==> config.mk <==
export PLATFORM = sky130hd
export DESIGN_NAME = tlc_cell
export DESIGN_NICKNAME = d
export VERILOG_FILES = /design/src/hdl/tlc_pkg.sv /design/src/hdl/tlc_cell.sv
export SDC_FILE = /design/constraint.sdc
export NUM_CORES = 1
export LEC_CHECK = 0
export ABC_CLOCK_PERIOD_IN_PS = 17450
export BUFFER_PORTS_ARGS = -buffer_cell sky130_fd_sc_hd__buf_2
export CORE_AREA = 2 2 240 218
export CTS_CLUSTER_DIAMETER = 60
export DETAILED_ROUTE_END_ITERATION = 10
export DIE_AREA = 0 0 242 220
export SYNTH_ARGS = -nofsm -noshare
export SYNTH_HDL_FRONTEND = slang
export SYNTH_SLANG_ARGS = --single-unit
==> constraint.sdc <==
create_clock -name clk -period 17.45 [get_ports clk]
set_input_delay 0.8725 -clock clk [delete_from_list [all_inputs] [get_ports clk]]
set_output_delay 0.8725 -clock clk [all_outputs]
set_load 0.01 [all_outputs]
==> src/hdl/tlc_pkg.sv <==
// ----------------------------------------------------------------------------
// tlc_pkg: shared types and constants of the TTL/LRU lookup cache
// Item formats, status and opcode codes, the scan token that runs along the
// row of cells and the write-back command broadcast to them.
// ----------------------------------------------------------------------------
package tlc_pkg;

  localparam int unsigned ENTRIES_DEFAULT = 16;
  // Slot indices travel at the width of the largest supported cache.
  localparam int unsigned IDX_W           = 10;

  localparam logic [31:0] MAX_TTL_RESET = 32'd86400;
  localparam logic [31:0] ALL_ONES32    = 32'hFFFF_FFFF;

  localparam logic [1:0] OP_LOOKUP = 2'd0;
  localparam logic [1:0] OP_INSERT = 2'd1;
  localparam logic [1:0] OP_CLEAR  = 2'd2;

  localparam logic [2:0] ST_HIT      = 3'd0;
  localparam logic [2:0] ST_MISS     = 3'd1;
  localparam logic [2:0] ST_EXPIRED  = 3'd2;
  localparam logic [2:0] ST_UPDATED  = 3'd3;
  localparam logic [2:0] ST_FILLED   = 3'd4;
  localparam logic [2:0] ST_EVICTED  = 3'd5;
  localparam logic [2:0] ST_REJECTED = 3'd6;
  localparam logic [2:0] ST_CLEARED  = 3'd7;

  typedef struct packed {
    logic [1:0]  opcode;
    logic [63:0] name_key;
    logic [31:0] address_in;
    logic [31:0] ttl_in;
    logic [31:0] now_seconds;
  } tlc_req_t;

  typedef struct packed {
    logic        hit;
    logic [31:0] address_out;
    logic [2:0]  status;
  } tlc_rsp_t;

  typedef struct packed {
    logic             active;
    logic [63:0]      name_key;
    logic             match;
    logic [IDX_W-1:0] match_idx;
    logic [31:0]      match_addr;
    logic [32:0]      match_exp;
    logic             free_hit;
    logic [IDX_W-1:0] free_idx;
    logic [31:0]      oldest;
    logic [IDX_W-1:0] oldest_idx;
  } tlc_token_t;

  typedef enum logic [1:0] {
    WR_FULL,
    WR_TOUCH,
    WR_KILL,
    WR_CLEAR
  } tlc_wr_e;

  typedef struct packed {
    logic             en;
    tlc_wr_e          kind;
    logic [IDX_W-1:0] idx;
    logic [63:0]      name_key;
    logic [31:0]      address;
    logic [32:0]      expiry;
    logic [31:0]      now;
  } tlc_wcmd_t;

endpackage

==> src/hdl/tlc_cell.sv <==
// ----------------------------------------------------------------------------
// tlc_cell: one cache slot
// Holds one entry, folds it into the passing scan token and applies the
// write-back commands addressed to it or broadcast as a clear.
// ----------------------------------------------------------------------------
module tlc_cell
  import tlc_pkg::*;
#(
  parameter int unsigned SLOT = 0
) (
  input  logic       clk,
  input  logic       rst,
  input  tlc_token_t tok_in,
  input  tlc_wcmd_t  wcmd,
  output tlc_token_t tok_out
);

  localparam logic [IDX_W-1:0] SLOT_IDX = IDX_W'(SLOT);

  logic        valid;
  logic [63:0] key;
  logic [31:0] address;
  logic [32:0] expiry;
  logic [31:0] last_use;

  tlc_token_t tok_next;

  logic hit_me;
  assign hit_me = wcmd.en && (wcmd.idx == SLOT_IDX);

  always_comb begin
    tok_next = tok_in;
    if (!tok_in.match && valid && (key == tok_in.name_key)) begin
      tok_next.match      = 1'b1;
      tok_next.match_idx  = SLOT_IDX;
      tok_next.match_addr = address;
      tok_next.match_exp  = expiry;
    end
    if (!tok_in.free_hit && !valid) begin
      tok_next.free_hit = 1'b1;
      tok_next.free_idx = SLOT_IDX;
    end
    // Strict compare keeps the lowest index on a tie.
    if (last_use < tok_in.oldest) begin
      tok_next.oldest     = last_use;
      tok_next.oldest_idx = SLOT_IDX;
    end
  end

  always_ff @(posedge clk) begin
    if (rst) begin
      tok_out <= '0;
    end else begin
      tok_out <= tok_next;
    end
  end

  always_ff @(posedge clk) begin
    if (rst) begin
      valid    <= 1'b0;
      last_use <= '0;
    end else if (wcmd.en && wcmd.kind == WR_CLEAR) begin
      valid <= 1'b0;
    end else if (hit_me) begin
      unique case (wcmd.kind)
        WR_FULL: begin
          valid    <= 1'b1;
          last_use <= wcmd.now;
        end
        WR_TOUCH: last_use <= wcmd.now;
        WR_KILL:  valid    <= 1'b0;
        default:  valid    <= valid;
      endcase
    end
  end

  always_ff @(posedge clk) begin
    if (hit_me && wcmd.kind == WR_FULL) begin
      key     <= wcmd.name_key;
      address <= wcmd.address;
      expiry  <= wcmd.expiry;
    end
  end

endmodule

==> run_results.csv <==
group,metric,value,unit
status,outcome,"finished, final reports clean",
yosys,post_synth_and_or_nand_nor_area_fraction,0.1443,
critical_path,worst-path-max-fanout,61,
power,clock_power_share,0.468,
yosys,synth.ff_latch_count,356,
final_layout,post_route_cells_drive_above_1_share,0.3790,
final_layout,syn_to_final_growth,37.02,%
timing,timing_worst_slew_pin_value,0.9929,ns
yosys,flip_flop_cell_with_the_highest_count_after_synthesis,"sky130_fd_sc_hd__dfxtp_1",
place,place.gp.congestion,0.8886,
final_layout,sequential_area,8418,um^2
clock_tree,number_of_buffers_created_by_cts,42,
die,floorplan.core_area,51000,um^2
global_routing,tot_gr_track_use,0.1510,
clock_tree,cts-hold-fix-buffers,0,
detailed_routing,via_count,10400,
clock_tree,post_cts_resize_count,0,
clock_tree,cts_root_buffer,"sky130_fd_sc_hd__clkbuf_16",
critical_path,worst-r2r-setup-slack,14.00,ns
critical_path,critical_path.endpoint,"key[12]",
final_layout,multiInputGateArea,4212,um^2
critical_path,end_kind,"register",
yosys,synth_fp_nets,1523,
global_routing,grt_start_max_net_pins,92,
yosys,xor_xnor_cell_area_share_of_the_yosys_netlist,0.04147,
power,max-vdd-ir-drop,0.06281,mV
yosys,async_flop_share,0,
critical_path,worst_setup_path_start_kind,"input port",
power,power.net_switching,0.0004238,W
yosys,ys_warn_count,0,
clock_tree,number_of_buffers_between_clock_root_and_the_deepest_sink,3,
timing,timing_max_transition_violations_final,0,
power,share_comb_of_total_power,0.064,
power,fin_total_pwr,0.001887,W
yosys,synthTopCellsByCount,"sky130_fd_sc_hd__dfxtp_1 (227), sky130_fd_sc_hd__edfxtp_1 (129), sky130_fd_sc_hd__a21oi_1 (112)",
min_path,timing.hold.worst.class,"in2reg",
detailed_routing,detailed_route_iter0_violations,435,
yosys,post_synth_fa_ha_maj_area_fraction,0.02962,
final_layout,final_net_count,2074,
timing,final_min_period_over_clock_period,0.2516,
die,rows,79,
yosys,synth_compound_area_frac,0.08083,
power,switching_share,0.2246,
power,leakage,7.821,nW
die,die_area,53240,um^2
global_routing,grt_first_pass_wirelength,61390,um
critical_path,critical_r2r_launch,"key[18]",
timing,final_setup_violation_count,0,
timing,grt_setup_unrepaired,"false",
die,initial_utilization,0.2567,
critical_path,worst-r2r-cell-count,7,
run,max_cap_viol_count,0,
power,power.density,105.2,nW/um^2
yosys,yosysSeqAreaShare,0.6428,
clock_tree,clkLatencyLatePin,0.57,ns
critical_path,worst_ep_arrival_time,4.58,ns
detailed_routing,route.final.wire_length,42150,um
yosys,synth_area_per_cell,11.67,um^2
timing,min_period,4.391,ns
clock_tree,clk_pin_slew,0.06,ns
critical_path,path_class,"in2reg",
global_routing,gr-total-overflow,0,
detailed_routing,route.detailed.vias_per_inst,4.326,
yosys,synth_top_cells_by_area,"sky130_fd_sc_hd__dfxtp_1 (35%), sky130_fd_sc_hd__edfxtp_1 (30%), sky130_fd_sc_hd__a21oi_1 (4.3%), sky130_fd_sc_hd__xnor2_1 (3.1%), sky130_fd_sc_hd__nand2b_1 (3.1%)",
die,dieHeight,220,um
global_routing,antenna_found_initial,13,
yosys,synth_area,13100,um^2
global_routing,vias_in_the_first_global_route,10530,
yosys,synth-edff-count,129,
timing,maxClockFrequency,227.7,MHz
yosys,synthDominantCellAreaShare,0.3470,
clock_tree,cts_post_setup_buffers_inserted,0,
yosys,post_synth_mux_area_share,0.02446,
timing,relSlewSlack,0.3320,
power,power_report.internal_total,0.001463,W
final_layout,nFillCells,5205,
yosys,synth_top_family_by_area,"simple AND/OR/NAND/NOR gates",
detailed_routing,wl_per_cell,17.54,um
clock_tree,numClockSinks,356,
yosys,synth_most_common_cell,"sky130_fd_sc_hd__dfxtp_1",
detailed_routing,detail_route.first_pass.iterations,7,
critical_path,critical_path.startpoint,"wcmd[162]",
critical_path,reg2reg_to,"tok_out[126]",
place,detailed_place_hpwl,31450,um
die,design.portCount,564,
yosys,number_of_unique_standard_cell_types_used_by_synthesis,43,
timing,hold_viol,0,
power,p_seq_frac,0.468,
detailed_routing,final_routed_drc_violation_total,0,
timing,fin_hold_ws,0.4755,ns
clock_tree,cts_tree,"yes",
timing,fin_worst_skew,0.03250,ns
yosys,number_of_cells_produced_by_synthesis,1122,
detailed_routing,postRouteAntennaNets,0,
clock_tree,cts-htree-levels,2,
die,die_width,242,um
yosys,synth.largest_area_cell,"sky130_fd_sc_hd__dfxtp_1",
timing,totalNegativeSetupSlack,0,ns
place,port_buffers,563,
critical_path,timing.critical_path.required,17.63,ns
[cell type report]
type                    count  share of cell area
diodes                      8            0.001116
clock buffers              59             0.06610
clock inverters            19             0.01206
inverters                  35            0.007322
multi-input cells         665              0.2347
flip-flops and latches    356              0.4691
well taps                 688             0.04797
repair buffers            573              0.1616
[layer usage]
metal | vias to the layer above | global-route usage | routed length, um
li1 | 4987 | - | -
met3 | 104 | 0.04884 | 3324
met1 | 4846 | 0.1729 | 16490
met5 | - | 0 | 117
met4 | 20 | 0.06255 | 1380
met2 | 439 | 0.2608 | 20830
[worst min-delay path by stage]
| stage | startpoint | to | slack [ns] | cells after the start |
|---|---|---|---|---|
| global route | wcmd[35] | expiry[3] | 0.44 | 1 |
| floorplan | valid | tok_out[52] | 0.43 | 1 |
| global placement | last_use[17] | last_use[17] | 0.46 | 2 |
| finish | wcmd[34] | expiry[2] | 0.48 | 1 |
| CTS | wcmd[34] | expiry[2] | 0.43 | 1 |
| detailed placement | last_use[22] | last_use[22] | 0.47 | 2 |
[layout by cell type, fill, tap and decap left out, drive strengths merged, types with 2 or more instances in the layout]
cell type / count
xor2: 15
nor3: 3
inv: 39
a21o: 3
a2111o: 2
nand2b: 65
a2111oi: 2
a21oi: 113
nor4: 6
bufinv: 3
buf: 573
edfxtp: 129
nand3: 69
xnor2: 47
nand2: 72
nand4: 15
nor2b: 64
nor2: 11
o21a: 2
and2: 10
clkbuf: 59
mux2i: 32
diode: 8
and4: 4
ha: 31
dfxtp: 227
clkinv: 11
o21ai: 70
nor3b: 20
[logic make-up (layout without fill, tap and decap cells)]
logic type	count (synthesis)	count (layout)
DFF	356	356
and+or+nand+nor	342	342
AOI/OAI and AO/OA	198	198
buffers and inverters	101	686
xor gates and xnor gates	62	62
muxes	32	32
adders and majority gates	31	31
other	0	8
[worst max-delay path, cell delays in order]
cell                      delay (ns)
sky130_fd_sc_hd__buf_2          0.09
sky130_fd_sc_hd__nor4_1         0.60
sky130_fd_sc_hd__nand3_1        0.26
sky130_fd_sc_hd__or2_2          0.64
sky130_fd_sc_hd__nor2_4         0.53
sky130_fd_sc_hd__buf_4          0.69
sky130_fd_sc_hd__buf_4          0.73
[power groups by stage]
stage	sequential (W)	combinational (W)	clock, W
floorplan	0.000910	0.0000355	0
global placement	0.000900	0.000122	0
detailed placement	0.000901	0.000123	0
CTS	0.000883	0.000124	0.000911
global route	0.000884	0.000134	0.000939
finish	0.000883	0.000121	0.000883
[through the flow]
step,util,setup WS (ns),instance area [um^2],cells
after floorplan,-,9.552,13100,1122
after global placement,0.3239,12.58,16520,2317
after detailed placement,0.3239,12.50,16520,2317
after CTS,0.3514,13.12,17920,2395
after global routing,0.3515,12.89,17930,2397
final,0.3518,13.06,17940,2403
[registers in the layout, indices dropped and copies added, names as in the netlist]
signal / cells
address: 32
expiry: 33
key: 64
last_use: 32
tok_out: 194
valid: 1
Note: power is estimated with default switching activity, not from simulation.
