`src/hdl/tlc_pkg.sv`:
```
// ----------------------------------------------------------------------------
// tlc_pkg: shared types and constants of the TTL/LRU lookup cache
// Item formats, status and opcode codes, the scan token that runs along the
// row of cells and the write-back command broadcast to them.
// ----------------------------------------------------------------------------
package tlc_pkg;

  localparam int unsigned ENTRIES_DEFAULT = 16;
  // Slot indices travel at the width of the largest supported cache.
  localparam int unsigned IDX_W           = 10;

  localparam logic [31:0] MAX_TTL_RESET = 32'd86400;
  localparam logic [31:0] ALL_ONES32    = 32'hFFFF_FFFF;

  localparam logic [1:0] OP_LOOKUP = 2'd0;
  localparam logic [1:0] OP_INSERT = 2'd1;
  localparam logic [1:0] OP_CLEAR  = 2'd2;

  localparam logic [2:0] ST_HIT      = 3'd0;
  localparam logic [2:0] ST_MISS     = 3'd1;
  localparam logic [2:0] ST_EXPIRED  = 3'd2;
  localparam logic [2:0] ST_UPDATED  = 3'd3;
  localparam logic [2:0] ST_FILLED   = 3'd4;
  localparam logic [2:0] ST_EVICTED  = 3'd5;
  localparam logic [2:0] ST_REJECTED = 3'd6;
  localparam logic [2:0] ST_CLEARED  = 3'd7;

  typedef struct packed {
    logic [1:0]  opcode;
    logic [63:0] name_key;
    logic [31:0] address_in;
    logic [31:0] ttl_in;
    logic [31:0] now_seconds;
  } tlc_req_t;

  typedef struct packed {
    logic        hit;
    logic [31:0] address_out;
    logic [2:0]  status;
  } tlc_rsp_t;

  typedef struct packed {
    logic             active;
    logic [63:0]      name_key;
    logic             match;
    logic [IDX_W-1:0] match_idx;
    logic [31:0]      match_addr;
    logic [32:0]      match_exp;
    logic             free_hit;
    logic [IDX_W-1:0] free_idx;
    logic [31:0]      oldest;
    logic [IDX_W-1:0] oldest_idx;
  } tlc_token_t;

  typedef enum logic [1:0] {
    WR_FULL,
    WR_TOUCH,
    WR_KILL,
    WR_CLEAR
  } tlc_wr_e;

  typedef struct packed {
    logic             en;
    tlc_wr_e          kind;
    logic [IDX_W-1:0] idx;
    logic [63:0]      name_key;
    logic [31:0]      address;
    logic [32:0]      expiry;
    logic [31:0]      now;
  } tlc_wcmd_t;

endpackage

```
`src/hdl/tlc_ctrl.sv`:
```
// ----------------------------------------------------------------------------
// tlc_ctrl: request sequencer of the cache
// Takes an item, launches a scan token down the row of cells, decides the
// outcome from the returned token and broadcasts the write-back, if any.
// ----------------------------------------------------------------------------
module tlc_ctrl
  import tlc_pkg::*;
(
  input  logic        clk,
  input  logic        rst,
  input  logic        in_valid,
  output logic        in_ready,
  input  tlc_req_t    in_data,
  output logic        out_valid,
  input  logic        out_ready,
  output tlc_rsp_t    out_data,
  input  logic        cfg_wr_en,
  input  logic [31:0] cfg_wr_data,
  output tlc_token_t  tok_head,
  input  tlc_token_t  tok_tail,
  output tlc_wcmd_t   wcmd
);

  typedef enum logic [1:0] {
    S_IDLE,
    S_SCAN,
    S_APPLY
  } state_t;

  state_t      state;
  logic [31:0] max_ttl;

  logic [1:0]  req_op;
  logic [63:0] req_key;
  logic [31:0] req_addr;
  logic [31:0] req_ttl;
  logic        req_bad;
  logic [31:0] req_now;
  tlc_token_t  res_tok;

  logic      out_free;
  tlc_rsp_t  rsp_next;
  tlc_wcmd_t wcmd_next;

  assign in_ready = (state == S_IDLE);
  assign out_free = !out_valid || out_ready;

  always_comb begin
    rsp_next          = '0;
    rsp_next.status   = ST_MISS;
    wcmd_next         = '0;
    wcmd_next.kind    = WR_FULL;
    wcmd_next.name_key = req_key;
    wcmd_next.address = req_addr;
    wcmd_next.expiry  = {1'b0, req_now} + {1'b0, req_ttl};
    wcmd_next.now     = req_now;
    unique case (req_op)
      OP_LOOKUP: begin
        if (res_tok.match) begin
          wcmd_next.en  = 1'b1;
          wcmd_next.idx = res_tok.match_idx;
          if ({1'b0, req_now} >= res_tok.match_exp) begin
            rsp_next.status = ST_EXPIRED;
            wcmd_next.kind  = WR_KILL;
          end else begin
            rsp_next.status      = ST_HIT;
            rsp_next.hit         = 1'b1;
            rsp_next.address_out = res_tok.match_addr;
            wcmd_next.kind       = WR_TOUCH;
          end
        end
      end
      OP_INSERT: begin
        if (req_bad) begin
          rsp_next.status = ST_REJECTED;
        end else begin
          wcmd_next.en = 1'b1;
          priority if (res_tok.match) begin
            rsp_next.status = ST_UPDATED;
            wcmd_next.idx   = res_tok.match_idx;
          end else if (res_tok.free_hit) begin
            rsp_next.status = ST_FILLED;
            wcmd_next.idx   = res_tok.free_idx;
          end else begin
            rsp_next.status = ST_EVICTED;
            wcmd_next.idx   = res_tok.oldest_idx;
          end
        end
      end
      OP_CLEAR: begin
        rsp_next.status = ST_CLEARED;
        wcmd_next.en    = 1'b1;
        wcmd_next.kind  = WR_CLEAR;
      end
      default: rsp_next.status = ST_MISS;
    endcase
  end

  always_ff @(posedge clk) begin
    if (rst) begin
      max_ttl <= MAX_TTL_RESET;
    end else if (cfg_wr_en) begin
      max_ttl <= cfg_wr_data;
    end
  end

  always_ff @(posedge clk) begin
    if (rst) begin
      state     <= S_IDLE;
      out_valid <= 1'b0;
      tok_head  <= '0;
      wcmd      <= '0;
    end else begin
      unique case (state)
        S_IDLE: begin
          // The write-back issued on leaving the decision step lasts one cycle.
          wcmd.en <= 1'b0;
          if (out_valid && out_ready) begin
            out_valid <= 1'b0;
          end
          if (in_valid) begin
            req_op   <= in_data.opcode;
            req_key  <= in_data.name_key;
            req_addr <= in_data.address_in;
            req_ttl  <= (in_data.ttl_in > max_ttl) ? max_ttl : in_data.ttl_in;
            req_bad  <= (in_data.address_in == '0) || (in_data.address_in == ALL_ONES32)
                        || (in_data.ttl_in == '0);
            req_now  <= in_data.now_seconds;
            tok_head <= '{active: 1'b1, name_key: in_data.name_key, match: 1'b0,
                          match_idx: '0, match_addr: '0, match_exp: '0,
                          free_hit: 1'b0, free_idx: '0, oldest: ALL_ONES32,
                          oldest_idx: '0};
            state    <= S_SCAN;
          end
        end
        S_SCAN: begin
          tok_head.active <= 1'b0;
          if (out_valid && out_ready) begin
            out_valid <= 1'b0;
          end
          if (tok_tail.active) begin
            res_tok <= tok_tail;
            state   <= S_APPLY;
          end
        end
        S_APPLY: begin
          if (out_free) begin
            out_data  <= rsp_next;
            out_valid <= 1'b1;
            wcmd      <= wcmd_next;
            state     <= S_IDLE;
          end
        end
        default: state <= S_IDLE;
      endcase
    end
  end

endmodule

```
`config.mk`:
```
export PLATFORM = sky130hd
export DESIGN_NAME = tlc_ctrl
export DESIGN_NICKNAME = d
export VERILOG_FILES = /design/src/hdl/tlc_pkg.sv /design/src/hdl/tlc_ctrl.sv
export SDC_FILE = /design/constraint.sdc
export NUM_CORES = 1
export LEC_CHECK = 0
export ABC_CLOCK_PERIOD_IN_PS = 10420
export BUFFER_PORTS_ARGS = -buffer_cell sky130_fd_sc_hd__buf_2
export CAP_MARGIN = 20
export CORE_AREA = 2 2 314 316
export CTS_BUF_LIST = sky130_fd_sc_hd__clkbuf_4 sky130_fd_sc_hd__clkbuf_8
export DETAILED_ROUTE_END_ITERATION = 7
export DIE_AREA = 0 0 316 318
export PLACE_DENSITY_LB_ADDON = 0.3
export SYNTH_ARGS = -nofsm -noshare
export SYNTH_HDL_FRONTEND = slang
export SYNTH_SLANG_ARGS = --single-unit
export TNS_END_PERCENT = 50
```
`constraint.sdc`:
```
create_clock -name clk -period 10.42 [get_ports clk]
set_input_delay 1.042 -clock clk [delete_from_list [all_inputs] [get_ports clk]]
set_output_delay 1.042 -clock clk [all_outputs]
set_load 0.005 [all_outputs]
```
==> results_dict.tcl <==
set metrics [dict create \
    antenna_found_initial 27 \
    powerDensity_nw_per_um2 177 \
    syn_avg_cell_area_um2 10.9 \
    period_share_pct 34.1 \
    drtIter0Drc 951 \
    multi_input_area_um2 8120 \
    cts_setup_buffers 0 \
    dr.pass1.iters 5 \
    ant_nets 0 \
    slowest_delay_ps 610 \
    grt_pass1_wl_um 114000 \
    use_met3_pct 5.14 \
    fin_nets 3263 \
    grtUsageMet2_pct 26.0 \
    relSlewSlack_pct 23.1 \
    ioPinCount 799 \
    dp.cells 3954 \
    drive_gt1_share_pct 30.2 \
    cts_resized 0 \
    synthMostInstantiatedCell "nand2_1" \
    synth_cells 2173 \
    syn_area_um2 23800 \
    hold_viol_final 0 \
    whs_ps 444 \
    setup_viol 0 \
    rows 115 \
    drc 0 \
    num_vias 17600 \
    cap_violations 0 \
    setup_ws_ps 6870 \
    worstPathRequired_ps 10910 \
    path_common_cell "a21oi_1" \
    grt.total_usage_pct 15.3 \
    final_cells 4157 \
    max_slew.worst_pin.slew_ps 1150 \
    ys_ff_latch 571 \
    cts_buffers 104 \
    htreeDepth 3 \
    power.total_uw 5290 \
    grt_overflow_total 0 \
    ctsHoldBuffers 0 \
    switching_share_pct 24.7 \
    leakagePower_uw 0.0126 \
    viasPerCell 4.24 \
    synth_top_area_share_pct 37.4 \
    hpwl_um 57000 \
    switchingPower_uw 1310 \
    combinationalPowerShare_pct 9.0 \
    startpoint_type "input port" \
    internal_power_uw 3980 \
    ir_drop_v 0.0000926 \
    finClkSkew_ps 54.6 \
    cts_tree "built" \
    start_util_pct 24.4 \
    clockBufferDepth 3 \
    path_cells "buf_2, ha_1, a21o_1, a21oi_1, a21oi_1, or4_1, a21oi_1, o21ai_1, o22ai_4, buf_4, mux2_1" \
    cp_slowest_cell "o22ai_4" \
    synth.area.top_cells "edfxtp_1 (37%), dfxtp_1 (23%), nand2_1 (7.2%)" \
    synth.distinct_cells 70 \
    worst_setup_path_end_kind "register" \
    area_growth_pct 25.8 \
    die_height_um 318 \
    critPathKind "input port to register" \
    yosys-top-cells-count "nand2_1 (459), edfxtp_1 (296), dfxtp_1 (275), a21oi_1 (251), buf_4 (131)" \
    busiest_layer "met2" \
    crit_path_max_fanout 18 \
    ys.flop_type "edfxtp_1" \
    finalSetupTns_ps 0 \
    grt_pass1_vias 17100 \
    grt_max_degree 151 \
    grt_setup_unrepaired "false" \
    synth_edf_count 296 \
    cp.arrival_ps 4050 \
    routed_wl_um 79600 \
    worstSkewPairLatency_ps 750 \
    hp-class "register to register" \
    min_period_ps 3550 \
    die_x_um 316 \
    place.port_buffers 605 \
    clk_pin_slew_ps 60 \
    die-area_um2 100000 \
    seq_area_um2 14400 \
    wl_per_cell_um 19.1 \
    yosysSeqAreaShare_pct 60.6 \
    outcome "finished clean" \
    gp_congestion 0.809 \
    grt_use_met1_pct 18.2 \
    fill_cells 10200 \
    maxSlewViolCount 0 \
    clockPowerShare_pct 43.7 \
    coreArea_um2 97400 \
    ys_warn_count 0 \
    synth_top_area_cell "edfxtp_1" \
    max_freq_ghz 0.281 \
    async_reset_ff_share_pct 0 \
    power_frac_seq_pct 47.3 \
    cts_sinks 571 \
    place_ws_ps 6050 \
    root_buffer "clkbuf_8" \
]
==> per-layer routing <==
| layer | share of wire, % | up-vias | routed length (um) |
|---|---|---|---|
| li1 | - | 8585 | - |
| met1 | 41 | 8315 | 32700 |
| met2 | 48 | 554 | 38500 |
| met3 | 7.7 | 159 | 6160 |
| met4 | 2.6 | 26 | 2080 |
| met5 | 0.20 | - | 162 |
==> final timing paths <==
kind	start	slack [ps]	cells after the start	endpoint
setup / recovery	in_data[50]	6870	11	req_ttl[31]
hold / removal	wcmd[48]	440	2	wcmd[48]
setup reg to reg	max_ttl[18]	6880	11	req_ttl[31]
hold reg to reg	wcmd[48]	440	2	wcmd[48]
==> area by class of cell <==
cell class                 instances  share of cell area [%]
clock inverter                    24                   0.753
inverter                          75                   0.941
multi-input combinational       1396                    27.2
clock buffer                     170                    6.82
antenna                            9                  0.0753
timing repair buffer             625                    10.7
tap                             1287                    5.39
sequential                       571                    48.1
==> power groups by stage <==
stage | Clock, uW | Combinational (uW) | Sequential (uW)
finish | 2310 | 477 | 2500
detailed placement | 0 | 485 | 2550
floorplan | 0 | 307 | 2550
global route | 2480 | 532 | 2510
CTS | 2390 | 487 | 2500
global placement | 0 | 480 | 2550
==> worst max-delay path: cells and delay by family <==
| family | cells | cell delay (ps) |
|---|---|---|
| multiplexers | 1 | 360 |
| AO/OA/AOI/OAI | 6 | 1300 |
| buffers and inverters | 2 | 590 |
| AND/OR/NAND/NOR | 1 | 430 |
| adder cells (fa/ha/maj) | 1 | 320 |
==> cell families after synthesis <==
logic type / after synthesis / share of synthesized area, %
xor gates and xnor gates: 23 / 0.847
buffers and inverters: 302 / 6.94
other: 1 / 0.0158
DFF: 571 / 60.6
muxes: 70 / 3.59
AOI/OAI and AO/OA: 421 / 10.5
and+or+nand+nor: 688 / 12.4
adders and majority gates: 97 / 5.14
==> registers in the layout (all words and copies together), names as in the netlist <==
signal and count:
req_ttl 32, req_bad 1, res_tok 97, state 2
tok_head 66, out_data 36, req_now 32, req_addr 32
out_valid 1, wcmd 174, req_op 2, max_ttl 32
req_key 64
==> metrics by stage <==
stage	instance area [um^2]	util [%]
floorplan	24100	-
global placement	27600	28.3
detailed placement	27600	28.3
CTS	29900	30.7
global route	29900	30.7
finish	29900	30.7
==> placed cells by master, fill, tap and decap left out, types with 10 or more instances in the layout <==
master    synthesis  routed
edfxtp_1        296     296
inv_1            74      73
a22oi_1          10      10
nand4_1          23      23
mux2i_1          38      38
and2_1           35      34
nand3_1          14      14
xnor2_1          14      14
clkbuf_4          0      48
buf_4           131      18
clkbuf_8          0     122
nor2_1           79      78
dfxtp_1         275     275
clkinv_2          0      13
nand2b_1         13      13
o21ai_0          43      43
a21oi_1         251     251
ha_1             96      96
mux2_4           30      30
buf_2             1     604
nor4_1           19      19
a21o_1           35      35
o211ai_1         13      13
a211oi_1         13      12
nand2_1         459     457
conb_1            1      97
(Power assumes the default switching activity.)
